### src/hw/rtl/assert_macros.svh
// ----------------------------------------------------------------------------
// Assertion macros
// Clocked concurrent assertion helpers with asynchronous reset disable.
// ----------------------------------------------------------------------------
`ifndef ASSERT_MACROS_SVH
`define ASSERT_MACROS_SVH

// Property must hold at every edge outside reset
`define ASSERT_ALWAYS(lbl, clk, rst_n, prop, msg) \
	lbl: assert property (@(posedge clk) disable iff (!(rst_n)) (prop)) \
		else $error(msg);

// Consequent must hold in the same cycle as the antecedent
`define ASSERT_IMPLY(lbl, clk, rst_n, ante, cons, msg) \
	lbl: assert property (@(posedge clk) disable iff (!(rst_n)) (ante) |-> (cons)) \
		else $error(msg);

`endif

### src/hw/rtl/fyse_pkg.sv
// ----------------------------------------------------------------------------
// fyse_pkg
// Shared types and codes of the shuffle engine.
// ----------------------------------------------------------------------------
package fyse_pkg;

	// Operation codes of an item
	localparam logic [1:0] FUNC_LOAD    = 2'd0;
	localparam logic [1:0] FUNC_STEP    = 2'd1;
	localparam logic [1:0] FUNC_READ    = 2'd2;
	localparam logic [1:0] FUNC_RESTART = 2'd3;

	// Register indexes on the configuration port
	localparam logic [1:0] REG_ELEMENT_COUNT = 2'd0;
	localparam logic [1:0] REG_PARTIAL_COUNT = 2'd1;
	localparam logic [1:0] REG_SHUFFLE_MODE  = 2'd2;

	// Width of an internal element position
	localparam int POS_W = 8;

	typedef struct packed {
		logic [1:0] func;
		logic [5:0] slot;
		logic [7:0] load_value;
		logic [7:0] random_byte;
	} in_item_t;

	typedef struct packed {
		logic [7:0] read_value;
		logic [5:0] partner_slot;
		logic       run_finished;
		logic       step_ignored;
	} out_item_t;

	typedef struct packed {
		logic       start;
		logic [7:0] dividend;
		logic [6:0] divisor;
	} mod_req_t;

	typedef struct packed {
		logic       done;
		logic [6:0] remainder;
	} mod_resp_t;

endpackage

### src/hw/rtl/fyse_mod_unit.sv
// ----------------------------------------------------------------------------
// fyse_mod_unit
// Restoring remainder unit: 8-bit dividend by 7-bit divisor, one bit a cycle.
// ----------------------------------------------------------------------------
module fyse_mod_unit (
	input  logic                 clk,
	input  logic                 arst_n,
	input  fyse_pkg::mod_req_t   req,
	output fyse_pkg::mod_resp_t  resp
);
	import fyse_pkg::*;

	localparam logic [3:0] MOD_STEPS = 4'd8;

	logic [7:0] x_q;
	logic [6:0] d_q;
	logic [7:0] r_q;
	logic [3:0] cnt_q;
	logic       done_q;

	logic [7:0] r_shift;
	logic [7:0] r_next;

	// Shift in the next dividend bit, subtract when it fits
	always_comb begin
		r_shift = {r_q[6:0], x_q[7]};
		if (r_shift >= {1'b0, d_q}) begin
			r_next = r_shift - {1'b0, d_q};
		end else begin
			r_next = r_shift;
		end
	end

	// Iterate over the dividend bits, pulse done after the last one
	always_ff @(posedge clk or negedge arst_n) begin
		if (!arst_n) begin
			x_q    <= '0;
			d_q    <= '0;
			r_q    <= '0;
			cnt_q  <= '0;
			done_q <= 1'b0;
		end else begin
			done_q <= !req.start && (cnt_q == 4'd1);
			if (req.start) begin
				x_q   <= req.dividend;
				d_q   <= req.divisor;
				r_q   <= '0;
				cnt_q <= MOD_STEPS;
			end else if (cnt_q != 4'd0) begin
				x_q   <= {x_q[6:0], 1'b0};
				r_q   <= r_next;
				cnt_q <= cnt_q - 4'd1;
			end
		end
	end

	assign resp.done      = done_q;
	assign resp.remainder = r_q[6:0];

endmodule

### src/hw/rtl/fyse_elem_ram.sv
// ----------------------------------------------------------------------------
// fyse_elem_ram
// Element store: one write port, one read port with registered data.
// ----------------------------------------------------------------------------
module fyse_elem_ram #(
	parameter  int DEPTH = 64,
	localparam int AW    = (DEPTH > 1) ? $clog2(DEPTH) : 1
) (
	input  logic          clk,
	input  logic          we,
	input  logic [AW-1:0] waddr,
	input  logic [7:0]    wdata,
	input  logic          re,
	input  logic [AW-1:0] raddr,
	output logic [7:0]    rdata
);
	logic [7:0] mem [DEPTH];

	// Write port
	always_ff @(posedge clk) begin
		if (we) begin
			mem[waddr] <= wdata;
		end
	end

	// Registered read port
	always_ff @(posedge clk) begin
		if (re) begin
			rdata <= mem[raddr];
		end
	end

endmodule

### src/hw/rtl/fisher_yates_shuffle_engine.sv
// ----------------------------------------------------------------------------
// fisher_yates_shuffle_engine
// In-place byte array shuffle driven by supplied random bytes.
// ----------------------------------------------------------------------------
// A load, restart or ignored step is resolved in dispatch; a read also waits for the
// registered read data; a swapping step waits on the remainder unit, then does the
// read-read-write-write swap. One item in flight: the next is taken the cycle after
// the result enters the output register. Reset clears the cursor, marks the run
// finished and loads the registers with 64, 0, 0; element contents are undefined
// until loaded.
module fisher_yates_shuffle_engine #(
	parameter int MAX_ELEMENTS = 64
) (
	input  logic                 clk,
	input  logic                 arst_n,
	input  logic                 psel,
	input  logic                 penable,
	input  logic                 pwrite,
	input  logic [3:0]           paddr,
	input  logic [31:0]          pwdata,
	output logic [31:0]          prdata,
	output logic                 pready,
	input  logic                 cmd_valid,
	output logic                 cmd_ready,
	input  fyse_pkg::in_item_t   cmd,
	output logic                 rsp_valid,
	input  logic                 rsp_ready,
	output fyse_pkg::out_item_t  rsp
);
	import fyse_pkg::*;

	`include "assert_macros.svh"

	localparam int AW = (MAX_ELEMENTS > 1) ? $clog2(MAX_ELEMENTS) : 1;
	localparam logic [POS_W-1:0] MAX_POS = POS_W'(MAX_ELEMENTS);

	typedef enum logic [3:0] {
		S_IDLE,
		S_DISPATCH,
		S_READ_WAIT,
		S_MOD,
		S_RD_CUR,
		S_RD_PART,
		S_WR_CUR,
		S_WR_PART,
		S_DONE
	} state_t;

	state_t     state_q;
	in_item_t   item_q;
	out_item_t  res_q;
	out_item_t  rsp_q;
	logic       rsp_valid_q;
	logic [6:0] cursor_q;
	logic       run_done_q;
	logic [6:0] partner_q;
	logic [7:0] swap_tmp_q;
	logic [6:0] elem_count_q;
	logic [6:0] part_count_q;
	logic       mode_q;

	logic [POS_W-1:0] n_wide;
	logic [6:0]       n_eff;
	logic [6:0]       k_eff;
	logic [POS_W-1:0] slot_pos;
	logic [POS_W-1:0] cur_pos;
	logic [POS_W-1:0] part_pos;
	logic             slot_ok;
	logic             step_end;
	logic             cfg_wr;

	logic          mem_we;
	logic [AW-1:0] mem_waddr;
	logic [7:0]    mem_wdata;
	logic          mem_re;
	logic [AW-1:0] mem_raddr;
	logic [7:0]    mem_rdata;

	mod_req_t  mod_req;
	mod_resp_t mod_resp;

	// Configuration registers
	assign pready = 1'b1;
	assign cfg_wr = psel && penable && pwrite;

	always_ff @(posedge clk or negedge arst_n) begin
		if (!arst_n) begin
			elem_count_q <= 7'd64;
			part_count_q <= 7'd0;
			mode_q       <= 1'b0;
		end else if (cfg_wr) begin
			unique case (paddr[3:2])
				REG_ELEMENT_COUNT: elem_count_q <= pwdata[6:0];
				REG_PARTIAL_COUNT: part_count_q <= pwdata[6:0];
				REG_SHUFFLE_MODE:  mode_q       <= pwdata[0];
				default: ;
			endcase
		end
	end

	always_comb begin
		unique case (paddr[3:2])
			REG_ELEMENT_COUNT: prdata = {25'd0, elem_count_q};
			REG_PARTIAL_COUNT: prdata = {25'd0, part_count_q};
			REG_SHUFFLE_MODE:  prdata = {31'd0, mode_q};
			default:           prdata = 32'd0;
		endcase
	end

	// Effective counts and positions
	always_comb begin
		n_wide = {1'b0, elem_count_q};
		if (n_wide > MAX_POS) begin
			n_wide = MAX_POS;
		end
		n_eff = n_wide[6:0];
		k_eff = (part_count_q > n_eff) ? n_eff : part_count_q;
	end

	assign slot_pos = {2'b00, item_q.slot};
	assign cur_pos  = {1'b0, cursor_q};
	assign part_pos = {1'b0, partner_q};
	assign slot_ok  = slot_pos < MAX_POS;

	// A step that finds its cursor out of range ends the run
	always_comb begin
		if (!mode_q) begin
			step_end = (cursor_q == 7'd0) || (cursor_q >= n_eff);
		end else begin
			step_end = (cursor_q >= k_eff) || (cursor_q >= n_eff);
		end
	end

	// Start the remainder unit for a step that swaps
	always_comb begin
		mod_req.start    = (state_q == S_DISPATCH) && (item_q.func == FUNC_STEP) &&
		                   !run_done_q && !step_end;
		mod_req.dividend = item_q.random_byte;
		mod_req.divisor  = mode_q ? (n_eff - cursor_q) : (cursor_q + 7'd1);
	end

	fyse_mod_unit u_mod (
		.clk    (clk),
		.arst_n (arst_n),
		.req    (mod_req),
		.resp   (mod_resp)
	);

	// Element store port control
	always_comb begin
		mem_we    = 1'b0;
		mem_waddr = '0;
		mem_wdata = '0;
		mem_re    = 1'b0;
		mem_raddr = '0;
		unique case (state_q)
			S_DISPATCH: begin
				if (item_q.func == FUNC_LOAD && slot_ok) begin
					mem_we    = 1'b1;
					mem_waddr = slot_pos[AW-1:0];
					mem_wdata = item_q.load_value;
				end
				if (item_q.func == FUNC_READ && slot_ok) begin
					mem_re    = 1'b1;
					mem_raddr = slot_pos[AW-1:0];
				end
			end
			S_RD_CUR: begin
				mem_re    = 1'b1;
				mem_raddr = cur_pos[AW-1:0];
			end
			S_RD_PART: begin
				mem_re    = 1'b1;
				mem_raddr = part_pos[AW-1:0];
			end
			S_WR_CUR: begin
				mem_we    = 1'b1;
				mem_waddr = cur_pos[AW-1:0];
				mem_wdata = mem_rdata;
			end
			S_WR_PART: begin
				mem_we    = 1'b1;
				mem_waddr = part_pos[AW-1:0];
				mem_wdata = swap_tmp_q;
			end
			default: ;
		endcase
	end

	fyse_elem_ram #(
		.DEPTH (MAX_ELEMENTS)
	) u_ram (
		.clk   (clk),
		.we    (mem_we),
		.waddr (mem_waddr),
		.wdata (mem_wdata),
		.re    (mem_re),
		.raddr (mem_raddr),
		.rdata (mem_rdata)
	);

	assign cmd_ready = (state_q == S_IDLE);
	assign rsp_valid = rsp_valid_q;
	assign rsp       = rsp_q;

	// Sequencer: decode the item, run the step, hand off the result
	always_ff @(posedge clk or negedge arst_n) begin
		if (!arst_n) begin
			state_q     <= S_IDLE;
			item_q      <= '0;
			res_q       <= '0;
			rsp_q       <= '0;
			rsp_valid_q <= 1'b0;
			cursor_q    <= '0;
			run_done_q  <= 1'b1;
			partner_q   <= '0;
			swap_tmp_q  <= '0;
		end else begin
			// Drop the output item once taken, unless a new one replaces it
			if (rsp_valid_q && rsp_ready && (state_q != S_DONE)) begin
				rsp_valid_q <= 1'b0;
			end
			unique case (state_q)
				S_IDLE: begin
					if (cmd_valid) begin
						item_q  <= cmd;
						state_q <= S_DISPATCH;
					end
				end
				S_DISPATCH: begin
					res_q.read_value   <= '0;
					res_q.partner_slot <= '0;
					unique case (item_q.func)
						FUNC_LOAD: begin
							res_q.run_finished <= run_done_q;
							res_q.step_ignored <= 1'b0;
							state_q            <= S_DONE;
						end
						FUNC_READ: begin
							res_q.run_finished <= run_done_q;
							res_q.step_ignored <= 1'b0;
							state_q            <= S_READ_WAIT;
						end
						FUNC_RESTART: begin
							res_q.step_ignored <= 1'b0;
							state_q            <= S_DONE;
							if (!mode_q) begin
								if (n_eff >= 7'd2) begin
									cursor_q           <= n_eff - 7'd1;
									run_done_q         <= 1'b0;
									res_q.run_finished <= 1'b0;
								end else begin
									cursor_q           <= '0;
									run_done_q         <= 1'b1;
									res_q.run_finished <= 1'b1;
								end
							end else begin
								cursor_q           <= '0;
								run_done_q         <= (k_eff == 7'd0);
								res_q.run_finished <= (k_eff == 7'd0);
							end
						end
						FUNC_STEP: begin
							if (run_done_q) begin
								res_q.run_finished <= 1'b1;
								res_q.step_ignored <= 1'b1;
								state_q            <= S_DONE;
							end else if (step_end) begin
								run_done_q         <= 1'b1;
								res_q.run_finished <= 1'b1;
								res_q.step_ignored <= 1'b1;
								state_q            <= S_DONE;
							end else begin
								res_q.step_ignored <= 1'b0;
								state_q            <= S_MOD;
							end
						end
						default: state_q <= S_DONE;
					endcase
				end
				S_READ_WAIT: begin
					res_q.read_value <= slot_ok ? mem_rdata : 8'd0;
					state_q          <= S_DONE;
				end
				S_MOD: begin
					if (mod_resp.done) begin
						partner_q <= mode_q ? (cursor_q + mod_resp.remainder)
						                    : mod_resp.remainder;
						state_q   <= S_RD_CUR;
					end
				end
				S_RD_CUR: state_q <= S_RD_PART;
				S_RD_PART: begin
					// Hold the cursor element while the partner is read
					swap_tmp_q <= mem_rdata;
					state_q    <= S_WR_CUR;
				end
				S_WR_CUR: state_q <= S_WR_PART;
				S_WR_PART: begin
					res_q.partner_slot <= partner_q[5:0];
					if (!mode_q) begin
						cursor_q           <= cursor_q - 7'd1;
						run_done_q         <= (cursor_q == 7'd1);
						res_q.run_finished <= (cursor_q == 7'd1);
					end else begin
						cursor_q           <= cursor_q + 7'd1;
						run_done_q         <= ((cursor_q + 7'd1) >= k_eff);
						res_q.run_finished <= ((cursor_q + 7'd1) >= k_eff);
					end
					state_q <= S_DONE;
				end
				S_DONE: begin
					if (!rsp_valid_q || rsp_ready) begin
						rsp_q       <= res_q;
						rsp_valid_q <= 1'b1;
						state_q     <= S_IDLE;
					end
				end
				default: state_q <= S_IDLE;
			endcase
		end
	end

	// An active run keeps its cursor inside the element store
	`ASSERT_IMPLY(a_cursor_in_store, clk, arst_n, !run_done_q, ({1'b0, cursor_q} < MAX_POS), "cursor beyond element store during a run")

	// The remainder unit only finishes while the sequencer waits for it
	`ASSERT_IMPLY(a_mod_done_in_wait, clk, arst_n, mod_resp.done, (state_q == S_MOD), "remainder result outside the wait state")

	// A swap partner always lies inside the element store
	`ASSERT_IMPLY(a_partner_in_store, clk, arst_n, (state_q == S_RD_PART), (part_pos < MAX_POS), "swap partner beyond element store")

endmodule
### config.mk
export PLATFORM = sky130hd
export DESIGN_NAME = fisher_yates_shuffle_engine
export DESIGN_NICKNAME = d
export VERILOG_FILES = /design/src/hw/rtl/fyse_pkg.sv /design/src/hw/rtl/fyse_mod_unit.sv /design/src/hw/rtl/fyse_elem_ram.sv /design/src/hw/rtl/fisher_yates_shuffle_engine.sv
export VERILOG_INCLUDE_DIRS = /design/src /design/src/hw/rtl
export SDC_FILE = /design/constraint.sdc
export NUM_CORES = 1
export LEC_CHECK = 0
export BUFFER_PORTS_ARGS = -buffer_cell sky130_fd_sc_hd__buf_4
export CORE_ASPECT_RATIO = 0.7
export CORE_MARGIN = 2
export CORE_UTILIZATION = 62
export DETAILED_ROUTE_END_ITERATION = 12
export PLACE_DENSITY = 0.8
export REMOVE_ABC_BUFFERS = 1
export SETUP_SLACK_MARGIN = 0.5
export SYNTH_ARGS = -nofsm -noshare
export SYNTH_HDL_FRONTEND = slang
export SYNTH_SLANG_ARGS = --single-unit
### constraint.sdc
create_clock -name clk -period 5.5 [get_ports clk]
set_input_delay 0.275 -clock clk [delete_from_list [all_inputs] [get_ports clk]]
set_output_delay 0.275 -clock clk [all_outputs]
set_load 0.01 [all_outputs]
==> results.yml <==
outcome:
  status: "finished clean"
layout:
  final_nets: 2457
  final_core_util_pct: 70.4
  finalNonFillerCells: 2983
  drive_above_1_share_pct: 11.8
  syn2layout_area_growth_pct: 12.1
  insertedDiodeCount: 0
timing:
  slew_viol_final: 0
  worst_pin_slew_ns: 1.35
  post-route-min-period_ns: 4.78
  grt_setup_unrepaired: "false"
  relSlewSlack_pct: 9.96
  fin_worst_skew_ns: 0.0297
  min_period_over_period_pct: 86.9
  setup_viol: 0
  holdWs_ns: 0.0643
  fin_tns_setup_ns: 0
  timing.final.hold_violations: 0
  fmax_mhz: 209
setup_path:
  path_buf_inv: 2
  reg2reg_from: "elem_count_q[6]"
  crit_path_start: "elem_count_q[6]"
  cp.arrival_ns: 5.29
  cp_cell_sequence: "inv_1 -> nand2_1 -> ha_1 -> a21o_1 -> a21oi_1 -> nor2b_1 -> o31ai_2 -> buf_4 -> nand2_1 -> o21ai_0 -> ha_1 -> nand2b_1 -> a21o_1 -> a21oi_1 -> o21a_1 -> o211ai_1 -> or2_4 -> and3_1 -> nor4_1"
  required_ns: 6.01
  cp-start-kind: "flip-flop"
  cp_slowest_cell: "dfstp_2"
  slowest_delay_ns: 0.66
  crit_path_max_fanout: 18
  critPathKind: "flip-flop to flip-flop"
  setup.worst_path.end_class: "flip-flop"
  critPathTopFamily: "compound AO/OA/AOI/OAI gates"
synthesis:
  synthTopCellsByCount: "edfxtp_1 (520), nand2_1 (423), dfrtp_1 (123), nor2_1 (123)"
  yosys-top-cells-area: "edfxtp_1 (55%), dfrtp_1 (11%), nand2_1 (5.6%)"
  yosysTopAreaCellShare_pct: 55.1
  synth_area_sq_um: 28300
  yosysWarnings: 0
  yosysTopAreaCell: "edfxtp_1"
  async_flop_share_pct: 19.4
  ys.flop_type: "edfxtp_1"
  avgSynthCellArea_sq_um: 12.6
  ys_types: 63
  ys_ff_latch: 645
  yosysSeqAreaShare_pct: 66.2
  synth.most_common_cell: "edfxtp_1"
  synth_cells: 2255
  synth_edf_count: 520
clock_network:
  clkTransAtPathRegs_ns: 0.07
  htree_num_levels: 2
  cts_buffers: 57
  clock_latency_ns: 0.62
  cts_buffer_depth: 3
  cts_sinks: 645
  cts_root_buffer: "clkbuf_16"
  cts_setup_buffers: 0
  cts_tree: "built"
power_and_ir_drop:
  switching_share_pct: 31.9
  p_leak_nw: 12.5
  p_comb_share_pct: 26.7
  peakVddDrop_uv: 253
  p_int_mw: 9.84
  p_total_mw: 14.4
  power.switching_mw: 4.61
  pwr-share-seq_pct: 42.9
  p_per_area_nw_per_um2: 455
  p_clk_share_pct: 30.5
global_routing:
  grt_pass1_wl_um: 111000
  grt_pass1_vias: 18700
  antenna_found_initial: 1
  track_usage_pct: 31.2
  gr-total-overflow: 0
  grt_max_degree: 91
placed_design:
  dp_hpwl_um: 46400
  place.gp.congestion: 0.970
  dp_cells: 2844
  io_buffers: 64
drt:
  finalWirelength_um: 74200
  wl_per_cell_um: 24.9
  drtIter0Drc: 3203
  viasPerCell: 6.52
  vias: 19400
  drc: 0
  drt-pass1-iter-count: 9
  ant_nets: 0
die:
  die-area_sq_um: 47400
  initial_core_util_pct: 62.9
  coreArea_sq_um: 45100
  chipWidth_um: 259
  ios: 118
  die_h_um: 183
  rows: 65
hold_path:
  hold_start: "paddr[3]"
  min_path_type: "input pin to flip-flop"
run:
  maxCapViolCount: 0
==> state kept, by name (all words and copies together) (netlist names) <==
signal / cells
cursor_q: 7
elem_count_q: 7
item_q: 24
mode_q: 1
part_count_q: 7
partner_q: 6
res_q: 16
rsp: 16
rsp_valid: 1
run_done_q: 1
state_q: 4
swap_tmp_q: 8
u_mod.cnt_q: 4
u_mod.d_q: 7
u_mod.done_q: 1
u_mod.r_q: 7
u_mod.x_q: 8
u_ram.mem: 512
u_ram.rdata: 8
==> logic make-up after synthesis <==
| family | after synthesis | synth area share (%) |
|---|---|---|
| flops | 645 | 66.2 |
| xor+xnor | 27 | 0.835 |
| other cells | 2 | 0.0265 |
| mux | 190 | 7.02 |
| fa+ha+maj | 57 | 2.60 |
| compound gates | 335 | 7.59 |
| simple gates | 807 | 12.6 |
| buf+inv | 192 | 3.18 |
==> cell usage in the layout, fill, tap and decap left out, drive strengths merged, types with 7 or more instances in the layout <==
cell type    count
conb            26
o22ai           47
bufinv          14
nand2          423
o21ai           83
clkinv          22
clkbuf          66
a311oi          12
nor2b           13
xor2             9
xnor2           18
nor3            14
a21oi           62
mux2i          122
a21o             7
nand4           17
or3              8
a31oi           33
dlygate4sd3     33
a211oi          12
nand2b           9
ha              54
inv             49
mux2            68
edfxtp         520
a222oi           8
and3            46
or4              7
a32oi           15
buf            105
nor2           123
nand3          122
a22oi           17
dfrtp          123
nor4             8
==> metrics by stage <==
stage	setup slack, ns	instance area (sq um)
after CTS	0.573	31700
final	0.723	31700
after detailed placement	0.601	29300
after global placement	0.689	29300
after global routing	0.467	31700
after floorplan	-2.89	27700
==> path summary, 6_finish.rpt <==
path / slack [ns] / depth (start not counted) / endpoint
max reg2reg: 0.72 / 19 / res_q[1]
min: 0.06 / 3 / mode_q
max: 0.72 / 19 / res_q[1]
max in group asynchronous: 3.83 / 3 / u_mod.x_q[6]
min in group asynchronous: 0.22 / 2 / elem_count_q[0]
min reg2reg: 0.48 / 2 / u_mod.d_q[3]
==> worst reg2reg max path: stages (launching register included) <==
cell,delay [ns]
dfstp_2,0.66
inv_1,0.13
nand2_1,0.19
ha_1,0.30
a21o_1,0.19
a21oi_1,0.14
nor2b_1,0.09
o31ai_2,0.38
buf_4,0.24
nand2_1,0.06
o21ai_0,0.17
ha_1,0.30
nand2b_1,0.15
a21o_1,0.17
a21oi_1,0.19
o21a_1,0.21
o211ai_1,0.27
or2_4,0.42
and3_1,0.20
nor4_1,0.24
==> area by class of cell <==
cell class / instances / area [sq um]
sequential: 645 / 18700
fill: 2934 / 13300
multi-input combinational: 1442 / 8840
clock buffer: 66 / 1480
timing repair buffer: 138 / 1160
tap: 603 / 754
clock inverter: 40 / 574
inverter: 49 / 184
==> metal layers <==
metal  global-route usage, %  vias to the layer above  part of all wire [%]
li1                        -                     8420                     -
met1                    46.4                     9618                    41
met2                    44.4                     1229                    43
met3                    9.51                      172                    13
met4                    9.61                        2                   3.1
met5                       0                        -                 0.024
==> power by group through the flow <==
stage	clock network, mW	registers [mW]	logic, mW
final	4.40	6.19	3.85
after global routing	4.60	6.23	4.14
after CTS	4.41	6.17	3.74
after detailed placement	0	6.27	3.68
after global placement	0	6.25	3.53
after floorplan	0	6.20	2.49
==> what timing repair did <==
item	CTS	global route
endpoints found under the hold margin	84	0
hold buffers	33	0
gates resized for setup	0	4
setup endpoints to repair	0	24
No activity file was read; power rests on OpenSTA's default activity.
